==> src/rtl/sfc_pkg.sv <==
// Shared types, constants and the CRC round function of the safety frame checksum block.
package sfc_pkg;

  localparam logic [7:0] CRC_POLY = 8'h2F;
  localparam logic [7:0] CRC_INIT = 8'hFF;

  localparam int QUEUE_DEPTH = 2;
  localparam int QPTR_W      = $clog2(QUEUE_DEPTH);
  localparam int QCNT_W      = $clog2(QUEUE_DEPTH + 1);

  typedef enum logic [1:0] {
    REG_CODE_MODE   = 2'd0,
    REG_SAFETY_CODE = 2'd1,
    REG_TABLE_LOW   = 2'd2,
    REG_TABLE_HIGH  = 2'd3
  } reg_index_t;

  typedef enum logic {
    CODE_FIXED = 1'b0,
    CODE_TABLE = 1'b1
  } code_mode_t;

  // One classified item on its way from the front to the back.
  typedef struct packed {
    logic [7:0] data;
    logic       first;
    logic       last;
    logic [3:0] seq;
  } item_t;

  // Configuration as seen by the back end.
  typedef struct packed {
    code_mode_t  mode;
    logic [7:0]  code;
    logic [63:0] table_lo;
    logic [63:0] table_hi;
  } cfg_t;

  // One MSB-first byte round of the CRC.
  function automatic logic [7:0] crc_round(input logic [7:0] rem, input logic [7:0] data);
    logic [7:0] r;
    r = rem ^ data;
    for (int i = 0; i < 8; i++) begin
      if (r[7]) begin
        r = {r[6:0], 1'b0} ^ CRC_POLY;
      end else begin
        r = {r[6:0], 1'b0};
      end
    end
    return r;
  endfunction

endpackage

==> src/rtl/safety_frame_crc8_checksum_top.sv <==
// Top level of the safety frame CRC-8 checksum block.
// An accepted item passes through the queue entry and then the output register, which holds its result.
// Throughput: one item per cycle while the output is not stalled, bounded by the byte-wide CRC round in the back end.
// A two-entry queue lets the input keep accepting while a result waits at the output.
// Reset (rst, synchronous, active high): counter nibble 0, remainder 0xFF,
// queue and output empty, all configuration registers 0.
module safety_frame_crc8_checksum_top (
  input  logic        clk,
  input  logic        rst,
  input  logic        cfg_write,
  input  logic [1:0]  cfg_index,
  input  logic [63:0] cfg_data,
  input  logic        in_valid,
  output logic        in_ready,
  input  logic [7:0]  data_byte,
  input  logic        first_byte,
  input  logic        last_byte,
  output logic        out_valid,
  input  logic        out_ready,
  output logic [7:0]  out_byte,
  output logic        checksum_valid,
  output logic [7:0]  checksum
);

  sfc_pkg::cfg_t  cfg;
  sfc_pkg::item_t push_item;
  sfc_pkg::item_t head;
  logic           push;
  logic           pop;
  logic           full;
  logic           not_empty;

  always_ff @(posedge clk) begin
    if (rst) begin
      cfg.mode     <= sfc_pkg::CODE_FIXED;
      cfg.code     <= 8'd0;
      cfg.table_lo <= 64'd0;
      cfg.table_hi <= 64'd0;
    end else if (cfg_write) begin
      case (sfc_pkg::reg_index_t'(cfg_index))
        sfc_pkg::REG_CODE_MODE:   cfg.mode     <= sfc_pkg::code_mode_t'(cfg_data[0]);
        sfc_pkg::REG_SAFETY_CODE: cfg.code     <= cfg_data[7:0];
        sfc_pkg::REG_TABLE_LOW:   cfg.table_lo <= cfg_data;
        sfc_pkg::REG_TABLE_HIGH:  cfg.table_hi <= cfg_data;
        default: ;
      endcase
    end
  end

  sfc_front u_front (
    .clk        (clk),
    .rst        (rst),
    .in_valid   (in_valid),
    .in_ready   (in_ready),
    .data_byte  (data_byte),
    .first_byte (first_byte),
    .last_byte  (last_byte),
    .push       (push),
    .push_item  (push_item),
    .queue_full (full)
  );

  sfc_queue u_queue (
    .clk       (clk),
    .rst       (rst),
    .push      (push),
    .push_item (push_item),
    .full      (full),
    .pop       (pop),
    .not_empty (not_empty),
    .head      (head)
  );

  sfc_back u_back (
    .clk            (clk),
    .rst            (rst),
    .cfg            (cfg),
    .not_empty      (not_empty),
    .head           (head),
    .pop            (pop),
    .out_valid      (out_valid),
    .out_ready      (out_ready),
    .out_byte       (out_byte),
    .checksum_valid (checksum_valid),
    .checksum       (checksum)
  );

endmodule

==> src/rtl/sfc_front.sv <==
// Front end: takes input items, rewrites the header counter and tags each item.
module sfc_front (
  input  logic          clk,
  input  logic          rst,
  input  logic          in_valid,
  output logic          in_ready,
  input  logic [7:0]    data_byte,
  input  logic          first_byte,
  input  logic          last_byte,
  output logic          push,
  output sfc_pkg::item_t push_item,
  input  logic          queue_full
);

  logic [3:0] seq;
  logic [3:0] seq_next;
  logic [3:0] hdr_seq;

  assign in_ready = !queue_full;
  assign push     = in_valid && in_ready;
  assign hdr_seq  = data_byte[3:0] + 4'd1;

  always_comb begin
    seq_next = seq;
    if (push && first_byte) begin
      seq_next = hdr_seq;
    end
  end

  always_comb begin
    push_item.first = first_byte;
    push_item.last  = last_byte;
    if (first_byte) begin
      push_item.data = {data_byte[7:4], hdr_seq};
      push_item.seq  = hdr_seq;
    end else begin
      push_item.data = data_byte;
      push_item.seq  = seq;
    end
  end

  always_ff @(posedge clk) begin
    if (rst) begin
      seq <= 4'd0;
    end else begin
      seq <= seq_next;
    end
  end

endmodule

==> src/rtl/sfc_queue.sv <==
// Short queue of classified items between the front and the back.
module sfc_queue (
  input  logic           clk,
  input  logic           rst,
  input  logic           push,
  input  sfc_pkg::item_t push_item,
  output logic           full,
  input  logic           pop,
  output logic           not_empty,
  output sfc_pkg::item_t head
);

  sfc_pkg::item_t entries [sfc_pkg::QUEUE_DEPTH];
  logic [sfc_pkg::QPTR_W-1:0] wr_ptr;
  logic [sfc_pkg::QPTR_W-1:0] rd_ptr;
  logic [sfc_pkg::QCNT_W-1:0] count;

  assign full      = (count == sfc_pkg::QCNT_W'(sfc_pkg::QUEUE_DEPTH));
  assign not_empty = (count != '0);
  assign head      = entries[rd_ptr];

  always_ff @(posedge clk) begin
    if (push) begin
      entries[wr_ptr] <= push_item;
    end
  end

  always_ff @(posedge clk) begin
    if (rst) begin
      wr_ptr <= '0;
      rd_ptr <= '0;
      count  <= '0;
    end else begin
      if (push) begin
        wr_ptr <= wr_ptr + 1'b1;
      end
      if (pop) begin
        rd_ptr <= rd_ptr + 1'b1;
      end
      if (push && !pop) begin
        count <= count + 1'b1;
      end else if (pop && !push) begin
        count <= count - 1'b1;
      end
    end
  end

endmodule

==> src/rtl/sfc_back.sv <==
// Back end: runs the CRC over queued items and holds each result in the output register.
module sfc_back (
  input  logic           clk,
  input  logic           rst,
  input  sfc_pkg::cfg_t  cfg,
  input  logic           not_empty,
  input  sfc_pkg::item_t head,
  output logic           pop,
  output logic           out_valid,
  input  logic           out_ready,
  output logic [7:0]     out_byte,
  output logic           checksum_valid,
  output logic [7:0]     checksum
);

  logic [7:0] crc;
  logic [7:0] crc_next;
  logic [7:0] base;
  logic [7:0] rem_byte;
  logic [7:0] rem_code;
  logic [7:0] code;
  logic [63:0] word;

  // Advance whenever an item is queued and the output register is free or being emptied.
  assign pop = not_empty && (!out_valid || out_ready);

  assign word = head.seq[3] ? cfg.table_hi : cfg.table_lo;

  always_comb begin
    if (cfg.mode == sfc_pkg::CODE_TABLE) begin
      code = word[{head.seq[2:0], 3'b000} +: 8];
    end else begin
      code = cfg.code;
    end
  end

  assign base     = head.first ? sfc_pkg::CRC_INIT : crc;
  assign rem_byte = sfc_pkg::crc_round(base, head.data);
  assign rem_code = sfc_pkg::crc_round(rem_byte, code);

  always_comb begin
    crc_next = crc;
    if (pop) begin
      crc_next = head.last ? sfc_pkg::CRC_INIT : rem_byte;
    end
  end

  always_ff @(posedge clk) begin
    if (rst) begin
      crc       <= sfc_pkg::CRC_INIT;
      out_valid <= 1'b0;
    end else begin
      crc <= crc_next;
      if (pop) begin
        out_valid <= 1'b1;
      end else if (out_ready) begin
        out_valid <= 1'b0;
      end
    end
  end

  always_ff @(posedge clk) begin
    if (pop) begin
      out_byte       <= head.data;
      checksum_valid <= head.last;
      checksum       <= head.last ? ~rem_code : 8'd0;
    end
  end

endmodule

==> config.mk <==
export PLATFORM = sky130hd
export DESIGN_NAME = safety_frame_crc8_checksum_top
export DESIGN_NICKNAME = d
export VERILOG_FILES = /design/src/rtl/sfc_pkg.sv /design/src/rtl/safety_frame_crc8_checksum_top.sv /design/src/rtl/sfc_front.sv /design/src/rtl/sfc_queue.sv /design/src/rtl/sfc_back.sv
export SDC_FILE = /design/constraint.sdc
export NUM_CORES = 1
export LEC_CHECK = 0
export BUFFER_PORTS_ARGS = -buffer_cell sky130_fd_sc_hd__buf_4
export CAP_MARGIN = 20
export CELL_PAD_IN_SITES_DETAIL_PLACEMENT = 1
export CELL_PAD_IN_SITES_GLOBAL_PLACEMENT = 1
export CORE_MARGIN = 4
export CORE_UTILIZATION = 45
export DETAILED_ROUTE_END_ITERATION = 7
export MAX_ROUTING_LAYER = met4
export PLACE_DENSITY = 0.78
export SLEW_MARGIN = 20
export SYNTH_ARGS = -nofsm -noshare
export SYNTH_HDL_FRONTEND = slang
export SYNTH_SLANG_ARGS = --single-unit
==> constraint.sdc <==
create_clock -name clk -period 4.3 [get_ports clk]
set_clock_uncertainty 0.15 [all_clocks]
set_input_delay 0.215 -clock clk [delete_from_list [all_inputs] [get_ports clk]]
set_output_delay 0.215 -clock clk [all_outputs]
set_load 0.02 [all_outputs]
==> reports/metrics.csv <==
metric,value,unit
Cell Rows,52,
Iter 0 DRT Violations,378,
PD cells,837.4,mW/mm^2
die width,151.4,um
die height,151.4,um
Yosys top cell by area,dfxtp_1,
wire length per cell,19.02,um
CTS sink count,200,
Starting Density,45.76,%
register area share after synthesis,48.11,%
Reg2Reg Depth,11,
root buf cell,clkbuf_16,
status,completed,
total of max-cap violations,0,
Hold Crit Class,primary input to flop,
CP Data Arrival Time,4.09,ns
Tcrit/Tclk final,94.77,%
FF-to-FF End,u_back.checksum[3]$_SDFFCE_PN0P_,
Synth area leaders,"dfxtp_1 34%, edfxtp_1 15%, nand2_1 12%, a21oi_1 8.2%, mux4_2 5.1%",
Ys Warns,0,
number of global-route vias before repair,8166,
post-detail-place hpwl,17280,um
Hold Fails Final Rpt,0,
RSZ-0062 raised after global routing,no,
Port Buf Inserts,99,
crit path max fanout,17,
Multi-input gate area,0.004516,sq mm
Setup Crit Path Kind,flop to flop,
antenna violations before repair,0,
DRC errors left,0,
CP required,4.32,ns
Area Overhead vs Synth,24.88,%
io pins,100,
Max Clk Rate,0.2454,GHz
Worst slew margin,32.84,%
Post-synth EDFFs,45,
top-area cell type share of the netlist area,33.51,%
Pwr Total,9.683,mW
Final setup viols,0,
"top cells by count, synth","291 x nand2_1, 155 x dfxtp_1, 151 x a21oi_1, 49 x clkbuf_1, 48 x nor2_1",
Die ar.,0.02293,sq mm
H-Tree Depth,4,
ys flop type,dfxtp_1,
sequential cell area,0.004456,sq mm
"antenna viol nets, final",0,
ANT cells,0,
Syn Nets,1086,
nets,1231,
mean area per synthesized cell,9.231,sq um
CP endpoint,u_back.checksum[3]$_SDFFCE_PN0P_,
GPL Wtd Cong,0.8053,
largest net degree at the start of global routing,77,
Synth cell types,53,
CTS max path bufs,2,
CP startpoint kind,flop,
CTS tree,done,
maximum VDD drop,0.9639,mV
"count leader, synth",nand2_1,
via count,7697,
Fin Setup TNS,0,ns
crit path time final,4.075,ns
hold slack,0.06320,ns
R2R setup slack,0.22,ns
post-synthesis async set-or-reset flop share,0,%
final wirelength,27210,um
Final Max Slew Viols,0,
Num CTS Buffers,17,
area of the mapped netlist,0.009259,sq mm
Crit. End Element,flop,
GRT Residual Overflow,0,
share of cells above drive strength 1,18.26,%
Slew @ Worst Pin,1.007,ns
vias per std cell,5.379,
first-pass GRT wire length,43160,um
P_leak,4.262,nW
Mapped Cells,1003,
Core Box Area,0.02023,sq mm
Synth Register Bits,200,
Total Routing Usage GR,25.03,%
number of fill cells,2296,
Worst-Skew Late Latency,0.46,ns
iteration count of the initial detailed-routing pass,5,
"Reg clk slew, reported paths",0.08,ns
-- state kept, by name (all words and copies together) (netlist names), 2 cells and up, named ones only --
register / flops
u_queue.count: 2
u_back.out_byte: 8
u_front.seq: 4
u_back.crc: 8
cfg: 137
u_queue.entries: 28
u_back.checksum: 8
-- stage by stage --
stage / utilization (%) / area, sq um / setup slack, ns / std cells
after global routing: 57.14 / 11560 / 0.01701 / 1431
after global placement: 50.45 / 10210 / 0.3301 / 1320
final: 57.14 / 11560 / 0.2250 / 1431
after floorplan: - / 9259 / 0.8040 / 1003
after detailed placement: 50.45 / 10210 / 0.2453 / 1320
after CTS: 56.94 / 11520 / 0.2025 / 1426
-- cells by family (layout without fill, tap and decap cells) --
| family | Yosys count | count (layout) | share of synthesized area (%) |
|---|---|---|---|
| adder cells (fa/ha/maj) | 2 | 2 | 0.2702 |
| AO/OA/AOI/OAI | 204 | 204 | 13.12 |
| multiplexers | 66 | 66 | 10.28 |
| XOR/XNOR | 53 | 53 | 6.635 |
| buffers and inverters | 74 | 232 | 3.486 |
| AND/OR/NAND/NOR | 404 | 404 | 18.09 |
| flip-flops | 200 | 200 | 48.11 |
-- layout make-up --
class	count	share of cell area, %
Multi-Input combinational cell	729	39.05
Sequential cell	200	38.53
Timing Repair Buffer	194	14.34
Clock buffer	20	4.036
Tap cell	270	2.922
Clock inverter	12	0.9198
Inverter	6	0.1948
-- power by group --
part	internal (mW)	leakage [nW]	total, mW	switching, mW
Clock	0.810	0.285	1.59	0.783
Sequential	2.39	1.69	2.57	0.179
Combinational	2.77	2.29	5.52	2.75
Total	5.97	4.26	9.68	3.71
-- cells in the final DEF (no fill, tap or decap), drive strengths merged, types with 9 or more instances in the layout --
master / Yosys / layout
xor2: 21 / 21
clkbuf: 49 / 20
nand3: 22 / 22
nor2: 48 / 48
inv: 6 / 14
nand2: 291 / 291
xnor2: 26 / 26
dlygate4sd3: 0 / 74
mux4: 21 / 21
edfxtp: 45 / 45
o21ai: 12 / 12
or3: 9 / 9
buf: 19 / 120
a21oi: 151 / 151
mux2: 13 / 13
dfxtp: 155 / 155
a22oi: 10 / 10
mux2i: 32 / 32
-- per-layer routing --
layer / track usage, % / part of all wire, % / up-vias
met4: 7.706 / 1.8 / 0
met1: 29.98 / 43 / 3807
met5: - / 0 / -
met2: 43.25 / 52 / 136
li1: - / - / 3720
met3: 4.189 / 3.5 / 34
-- worst min path at each step --
stage,startpoint,to,slack [ns],depth (start not counted)
2_1_floorplan,data_byte[4],u_queue.entries[0][10]$_DFFE_PP_,0.16,0
6_report,cfg_index[1],cfg[136]$_SDFFE_PP0P_,0.06,4
4_1_cts,cfg_index[1],cfg[136]$_SDFFE_PP0P_,0.000009,4
3_3_place_gp,last_byte,u_queue.entries[0][4]$_DFFE_PP_,0.25,1
5_1_grt,data_byte[1],u_queue.entries[1][7]$_DFFE_PP_,0.1,3
3_5_place_dp,last_byte,u_queue.entries[0][4]$_DFFE_PP_,0.25,1
-- worst max-delay path, stage by stage (launching register included) --
cell and delay (ns):
dfxtp_2 0.58, mux2i_4 0.49, buf_4 0.21, buf_4 0.21
mux4_2 0.34, a22oi_1 0.36, a31oi_1 0.19, xor2_1 0.21
xnor3_1 0.32, xnor3_1 0.46, xor2_1 0.21, nor2_1 0.07
-- repair_timing --
| action | CTS | global route |
|---|---|---|
| endpoints found under the hold margin | 157 | 0 |
| setup buffers | 0 | 5 |
| gates resized for setup | 0 | 1 |
| setup endpoints to repair | 0 | 2 |
| hold buffers | 74 | 0 |
(Power assumes the default switching activity.)
